--- src/hdl/cbh_pkg.sv ---
package cbh_pkg;

    localparam int ROWS = 128;
    localparam int COLS = 128;
    localparam int ROW_W = $clog2(ROWS);
    localparam int COL_W = $clog2(COLS);
    localparam int ADDR_W = ROW_W + COL_W;
    localparam int CELLS = ROWS * COLS;
    localparam int BUMP_DEPTH = ROWS / 20;

    localparam int H_W = 24;
    localparam int PEAK_W = 23;
    localparam int CHG_W = 11;
    localparam int DSQ_IDX_W = 9;
    localparam int CHG_AW = 2 + DSQ_IDX_W;
    localparam int CHG_DEPTH = 1 << CHG_AW;

    localparam logic [1:0] OP_CLEAR = 2'd0;
    localparam logic [1:0] OP_BUMP = 2'd1;
    localparam logic [1:0] OP_READ = 2'd2;
    localparam logic [1:0] OP_SPARE = 2'd3;

    localparam logic [PEAK_W-1:0] PEAK_MAX = {PEAK_W{1'b1}};

    localparam int RADIUS [4] = '{ROWS / 4, ROWS / 5, ROWS / 6, ROWS / 7};

    typedef logic [CHG_W-1:0] chg_tab_t [CHG_DEPTH];

    typedef struct packed {
        logic start;
        logic [31:0] num;
        logic [PEAK_W-1:0] den;
    } cbh_div_req_t;

    typedef struct packed {
        logic done;
        logic [7:0] quot;
    } cbh_div_rsp_t;

    function automatic logic [10:0] radius_sq(input logic [1:0] idx);
        logic [10:0] r2;
        case (idx)
            2'd0: r2 = 11'(RADIUS[0] * RADIUS[0]);
            2'd1: r2 = 11'(RADIUS[1] * RADIUS[1]);
            2'd2: r2 = 11'(RADIUS[2] * RADIUS[2]);
            default: r2 = 11'(RADIUS[3] * RADIUS[3]);
        endcase
        return r2;
    endfunction

    // raised cosine weight in q0.16, then depth-scaled change in q3.8
    function automatic chg_tab_t build_chg_tab();
        chg_tab_t tab;
        longint unsigned w [257];
        longint unsigned x;
        longint unsigned x2;
        longint unsigned term;
        longint unsigned u;
        longint unsigned lim;
        longint unsigned c;
        longint unsigned p;
        longint unsigned qv;
        longint sum;
        longint s;
        int q;
        int k;
        int dv;
        int d;
        int b;
        for (q = 0; q <= 256; q++)
        begin
            x = (64'(q) * 64'd329252864) / 64'd100;
            x2 = (x * x) >> 28;
            term = 64'd268435456;
            sum = 64'sd268435456;
            for (k = 0; k < 15; k++)
            begin
                term = ((term * x2) >> 28) / 64'((2 * k + 1) * (2 * k + 2));
                if ((k % 2) == 0)
                    sum = sum - longint'(term);
                else
                    sum = sum + longint'(term);
            end
            s = 64'sd268435456 + sum;
            if (s < 0)
                s = 0;
            u = (64'(s) + 64'd4096) >> 13;
            if (u > 64'd65536)
                u = 64'd65536;
            w[q] = u;
        end
        for (dv = 0; dv < 4; dv++)
        begin
            for (d = 0; d < (1 << DSQ_IDX_W); d++)
            begin
                lim = 64'd262144 * 64'(d);
                qv = 0;
                for (b = 8; b >= 0; b--)
                begin
                    c = qv | (64'd1 << b);
                    p = c * 64'(RADIUS[dv]);
                    if (c <= 64'd256 && p * p <= lim)
                        qv = c;
                end
                tab[dv * (1 << DSQ_IDX_W) + d] =
                    CHG_W'((64'(BUMP_DEPTH) * w[int'(qv)] + 64'd128) >> 8);
            end
        end
        return tab;
    endfunction

endpackage

--- src/hdl/cbh_shade_div.sv ---
module cbh_shade_div import cbh_pkg::*; (
    input  logic clk,
    input  logic rst_n,
    input  cbh_div_req_t req,
    output cbh_div_rsp_t rsp
);

    logic busy_reg;
    logic done_reg;
    logic [3:0] step_reg;
    logic [31:0] rem_reg;
    logic [PEAK_W-1:0] den_reg;
    logic [8:0] q_reg;
    logic [31:0] trial;

    assign trial = 32'(den_reg) << step_reg;

    always_ff @(posedge clk or negedge rst_n)
    begin
        if (!rst_n)
        begin
            busy_reg <= 1'b0;
            done_reg <= 1'b0;
        end
        else
        begin
            done_reg <= req.start ? (req.den == '0) : (busy_reg && step_reg == 4'd0);
            if (req.start)
                busy_reg <= (req.den != '0);
            else if (busy_reg && step_reg == 4'd0)
                busy_reg <= 1'b0;
        end
    end

    always_ff @(posedge clk)
    begin
        if (req.start)
        begin
            rem_reg <= req.num;
            den_reg <= req.den;
            q_reg <= '0;
            step_reg <= 4'd8;
        end
        else if (busy_reg)
        begin
            if (rem_reg >= trial)
            begin
                rem_reg <= rem_reg - trial;
                q_reg[step_reg] <= 1'b1;
            end
            step_reg <= step_reg - 4'd1;
        end
    end

    assign rsp.done = done_reg;
    assign rsp.quot = q_reg[8] ? 8'd255 : q_reg[7:0];

endmodule

--- config.mk ---
export PLATFORM = sky130hd
export DESIGN_NAME = cbh_shade_div
export DESIGN_NICKNAME = d
export VERILOG_FILES = /design/src/hdl/cbh_pkg.sv /design/src/hdl/cbh_shade_div.sv
export SDC_FILE = /design/constraint.sdc
export NUM_CORES = 1
export LEC_CHECK = 0
export BUFFER_PORTS_ARGS = -buffer_cell sky130_fd_sc_hd__buf_2
export CAP_MARGIN = 20
export CORE_UTILIZATION = 54
export CTS_CLUSTER_SIZE = 14
export DETAILED_ROUTE_END_ITERATION = 10
export PLACE_DENSITY = 0.85
export SLEW_MARGIN = 20
export SYNTH_ARGS = -nofsm -noshare
export SYNTH_HDL_FRONTEND = slang
export SYNTH_SLANG_ARGS = --single-unit
--- constraint.sdc ---
create_clock -name clk -period 5.8 [get_ports clk]
set_input_delay 0.87 -clock clk [delete_from_list [all_inputs] [get_ports clk]]
set_output_delay 0.87 -clock clk [all_outputs]
set_load 0.01 [all_outputs]
# After elaboration in Yosys (flattened, before gate mapping)
# Index checks and enable logic that the tools add are counted.
[word_totals]
output_inout_bits = 9
in_bits = 58
wordCells = 32
register_bits = 70
[op_classes]
n_addsub = 2
n_reduce_logical = 10
order_cmp = 3
bitwise = 1
n_shift = 1
n_mux = 9
[op_table]
columns = ["cell", "count"]
rows = [
  ["$mux W32", 3],
  ["$ge A32 B32 Y1", 1],
  ["$shl A23 B4 Y32", 1],
  ["$sub A32 B32 Y32", 1],
  ["$logic_not A23 Y1", 1],
  ["$reduce_bool A23 Y1", 1],
  ["$or A9 B9 Y9", 1],
  ["$mux W8", 1],
  ["$reduce_bool A2 Y1", 3],
  ["$lt A4 B5 Y1 const B", 1],
  ["$demux W1 S4", 1],
  ["$ge A4 B1 Y1 const B", 1],
  ["$logic_not A4 Y1", 1],
  ["$mux W1", 4],
  ["$reduce_and A2 Y1", 2],
  ["$sub A4 B1 Y4 const B", 1],
  ["$logic_and A1 B1 Y1", 2],
]

# Logic depth before layout (Yosys ltp)
[depth]
ltp_word = 5
ltp_mapped = 19
ltp_nobuf = 17

# Worst setup path before layout
# No wires, ideal clock.
[synth_timing]
kind = "register to register"
start = "reg step_reg[0]"
end = "reg rem_reg[0] (enable)"
required_ns = 5.334
setup_slack_ns = -0.376
synth_period_minus_slack_ns = 6.176
stages_incl_launch_ff = 15
n_path_buf = 3
arrival_ns = 5.711
setup_ns = 0.466
path_cell_list = "dfxtp_1 clkbuf_1 clkbuf_1 clkbuf_1 mux2i_1 mux2i_1 or2_2 ha_1 nand2_1 or3_1 o41ai_1 nor2_1 a21oi_2 o221ai_2 o21ai_0"
[synth_between]
elab_chain_len = 4
[synth_lines]
columns = ["item", "line", "text"]
rows = [
  ["start: declaration", "cbh_shade_div.sv:10", "logic [3:0] step_reg;"],
  ["start signal: assignment", "cbh_shade_div.sv:51", "step_reg <= step_reg - 4'd1;"],
  ["$shl A23 B4 Y32", "cbh_shade_div.sv:16", "assign trial = 32'(den_reg) << step_reg;"],
  ["$ge A32 B32 Y1", "cbh_shade_div.sv:46", "if (rem_reg >= trial)"],
  ["$reduce_bool A2 Y1 (no source line)", "n/a", ""],
  ["$reduce_and A2 Y1 (no source line)", "n/a", ""],
  ["end signal: assignment", "cbh_shade_div.sv:39", "rem_reg <= req.num;"],
  ["end signal: assignment", "cbh_shade_div.sv:48", "rem_reg <= rem_reg - trial;"],
  ["end: declaration", "cbh_shade_div.sv:11", "logic [31:0] rem_reg;"],
]
# No other way between the ends.
# A chain may end at the register's enable or synchronous reset.

# Worst setup path in the final report
[layout_timing]
start = "reg step_reg[2]"
end = "reg rem_reg[1] (enable)"
# Same word-level chain as after synthesis.

==> metrics <==
outcome=completed; CP Max Fanout=32; fin area=6060 sq um; All-Layer GR Usage=between 20% and 30%; PnR worst setup slack=roughly 1100 ps; post-DP HPWL=approximately 10 mm; core area=~9800 sq um; CP top delay family=simple AND/OR/NAND/NOR gates; total gr overflow=0; largest family of logic cells by synthesized area=compound AO/OA/AOI/OAI gates; worst-margin pin slew=892 ps; Critical Path Max Stage Delay=910 ps; ys flop type=edfxtp_1; Leak=between 2 and 3 nW; Die Span Y=between 100 and 150 um; setup TNS=0 ps; vias in the first global route=about 4,600; nature of the critical path endpoint=flip-flop; final max-slew violation count=0; Setup Buffers After CTS=0; worst vdd ir=0.237 mV; syn nets=roughly 720; Port Buffers=66; Crit-path slowest cell=dfxtp_1; cell row count=36; cell repeated most along the worst path=nor2_1; CTS sink count=70; Setup Crit Path Kind=flip-flop to flip-flop; vias per inst=5.98; CP Cell Sequence=inv_1 -> nor2_1 -> a21oi_1 -> or2_2 -> ha_1 -> nand2_1 -> or3_1 -> o41ai_1 -> nor2_1 -> a21oi_2 -> o221ai_2 -> o21ai_2 -> buf_4; Fill cells=roughly 900; Max Freq=about 210 MHz; Power Density=592 nW/um^2; IO Pins=between 60 and 70; Compound-Gate Fraction of Synth Area=approximately a fifth; antenna-violating nets left=0; Post-Synthesis Cells=approximately 620; placed cell areas=between 5000 and 6000 sq um; nets=between 700 and 800; xor and xnor fraction of the mapped netlist area=approximately 4.3%; Initial Util=a little under three fifths; CTS tree=done; average wire per standard cell=16.2 um; final core utilization=roughly three fifths; Mapped Area=5490 sq um; full die area=between 10,000 and 15,000 sq um; max_slew headroom=approximately two fifths; Max Cap Viol=0; TritonRoute pass-1 iters=5; sequential area share after synthesis=a little over a third; max FFs per register=32; drt drc=0; Clock transition at path regs=~80 ps; DR iter-0 viols=about 260; H-tree depth=3; global-route wire length before repair=21.2 mm; post-synthesis register bit count=70; Yosys cell types=59; min Tclk post-route=4710 ps; worst slack, placed=1140 ps; Clock Skew=8.29 ps; Post-CTS Resized=0; Ant. Diodes=0; Post-synth EDFFs=between 50 and 60; GPL Wtd Cong=between 0.9 and 1; CTS Buffer Depth=2; Die X-Extent=just over 100 um; CP arrival=around 4700 ps; yosys warns=0; Detailed Route WL=~13 mm; Tot Pwr=approximately 3.6 mW; Final Hold Fails=0; critical path launch point type=flip-flop; worst min path class=primary input to asynchronous set/reset pin; Syn-to-layout area delta=10.4%; vias=around 4,800; CTS buffer count=9; worst skew pair latency=between 300 and 400 ps; share of synthesized flip-flops with an asynchronous set or reset=about 2.9%; Avg Cell Area, Syn=about 8.8 sq um; Post-Synth Adder-Cell Area=under 10%; final cycle utilization of the critical path=between 80% and 90%; clock root buffer=clkbuf_8; number of setup violations in the final report=0; largest net degree at the start of global routing=50; initial antenna violation count=0; Hold Buf Count CTS=0; CP bufs+invs=2; proportion of synthesized area in mux cells=8.86%; Synth Area in Simple Gates=17.2%; Req. time, crit path=5810 ps; layout cells sized above 1=slightly below 20%; RSZ-0062 raised after global routing=false
-- final timing paths --
path	start	end	slack (ps)	depth (start not counted)
min in group clk	q_reg[2]$_SDFFE_PP0P_	q_reg[2]$_SDFFE_PP0P_	460	1
worst max register to register	step_reg[2]$_SDFFE_PP0P_	rem_reg[1]$_DFFE_PP_	1090	13
worst max-delay path	step_reg[2]$_SDFFE_PP0P_	rem_reg[1]$_DFFE_PP_	1090	13
worst min-delay path	rst_n	done_reg$_DFF_PN0_	270	1
worst min register to register	q_reg[2]$_SDFFE_PP0P_	q_reg[2]$_SDFFE_PP0P_	460	1
max in group asynchronous	rst_n	busy_reg$_DFFE_PN0P_	5430	1
-- per-stage QoR --
stage               cells  hold WS, ps
floorplan             624          424
global placement      786          442
detailed placement    786          447
CTS                   802          267
global route          802          259
finish                802          274
-- where the power goes --
group          total (mW)  internal, mW  switching (mW)
Clock               0.401         0.200           0.201
Combinational        2.31         0.931            1.38
Sequential          0.873         0.767           0.106
-- synthesized netlist by cell type (9+ instances only) --
master | count | area, sq um
mux2_2 | 9 | 101
ha_1 | 36 | 450
nand2_1 | 93 | 349
a21oi_1 | 47 | 235
a21o_1 | 21 | 158
mux2i_1 | 25 | 250
xor2_1 | 17 | 149
o21ai_0 | 51 | 255
nor3_1 | 17 | 85.1
inv_1 | 14 | 52.6
nand3_1 | 9 | 45.0
clkbuf_1 | 34 | 128
xnor2_1 | 10 | 87.6
dfxtp_1 | 13 | 260
edfxtp_1 | 55 | 1650
or2_2 | 15 | 93.8
nor2_1 | 48 | 180
-- worst reg2reg max path: stages (launching register included) --
cell and delay (ps):
dfxtp_1 910, inv_1 560, nor2_1 220, a21oi_1 70, or2_2 310, ha_1 380
nand2_1 120, or3_1 360, o41ai_1 340, nor2_1 100, a21oi_2 180, o221ai_2 210
o21ai_2 160, buf_4 420
-- per-layer routing --
layer / vias to the layer above / wire length (um) / track usage [%]
met5: - / 0 / 0
met3: 39 / 774 / 5.56
met4: 0 / 421 / 13.1
met2: 175 / 6010 / 43.3
met1: 2219 / 5830 / 33.3
li1: 2362 / - / -
-- cells by family (layout without fill, tap and decap cells) --
kind of cell,Yosys count,after routing
buffers and inverters,56,101
and+or+nand+nor,211,211
adders and majority gates,37,37
DFF,70,70
AOI/OAI and AO/OA,183,183
xor gates and xnor gates,27,27
muxes,40,40
-- cell usage in the layout (no fill, tap or decap), types with 3 or more instances in the layout --
master and count:
nand2_1 93, buf_2 66, edfxtp_1 55, o21ai_0 50
nor2_1 48, a21oi_1 47, ha_1 36, mux2i_1 25
a21o_1 21, xor2_1 17, nor3_1 17, or2_2 15
inv_1 14, dfxtp_1 13, xnor2_1 10, mux2_2 9
nand3_1 9, clkbuf_8 9, a31oi_1 7, o21a_1 7
nor4_1 7, nand4_1 7, a211oi_1 7, mux4_2 6
o31ai_1 5, and3_1 5, buf_4 5, o21ai_1 4
nand2b_1 4, o2bb2ai_1 4, o21bai_1 4, clkinv_4 4
a21oi_2 3, nor2b_1 3
-- cell type report --
type / instances / area, sq um / share of cell area, %
tap: 133 / 166 / 2.74
sequential: 70 / 1960 / 32.4
multi-input combinational: 498 / 3320 / 54.7
clock buffer: 9 / 124 / 2.04
clock inverter: 7 / 75.1 / 1.24
timing repair buffer: 71 / 368 / 6.07
inverter: 14 / 52.6 / 0.867
Note: power is estimated with default switching activity, not from simulation.
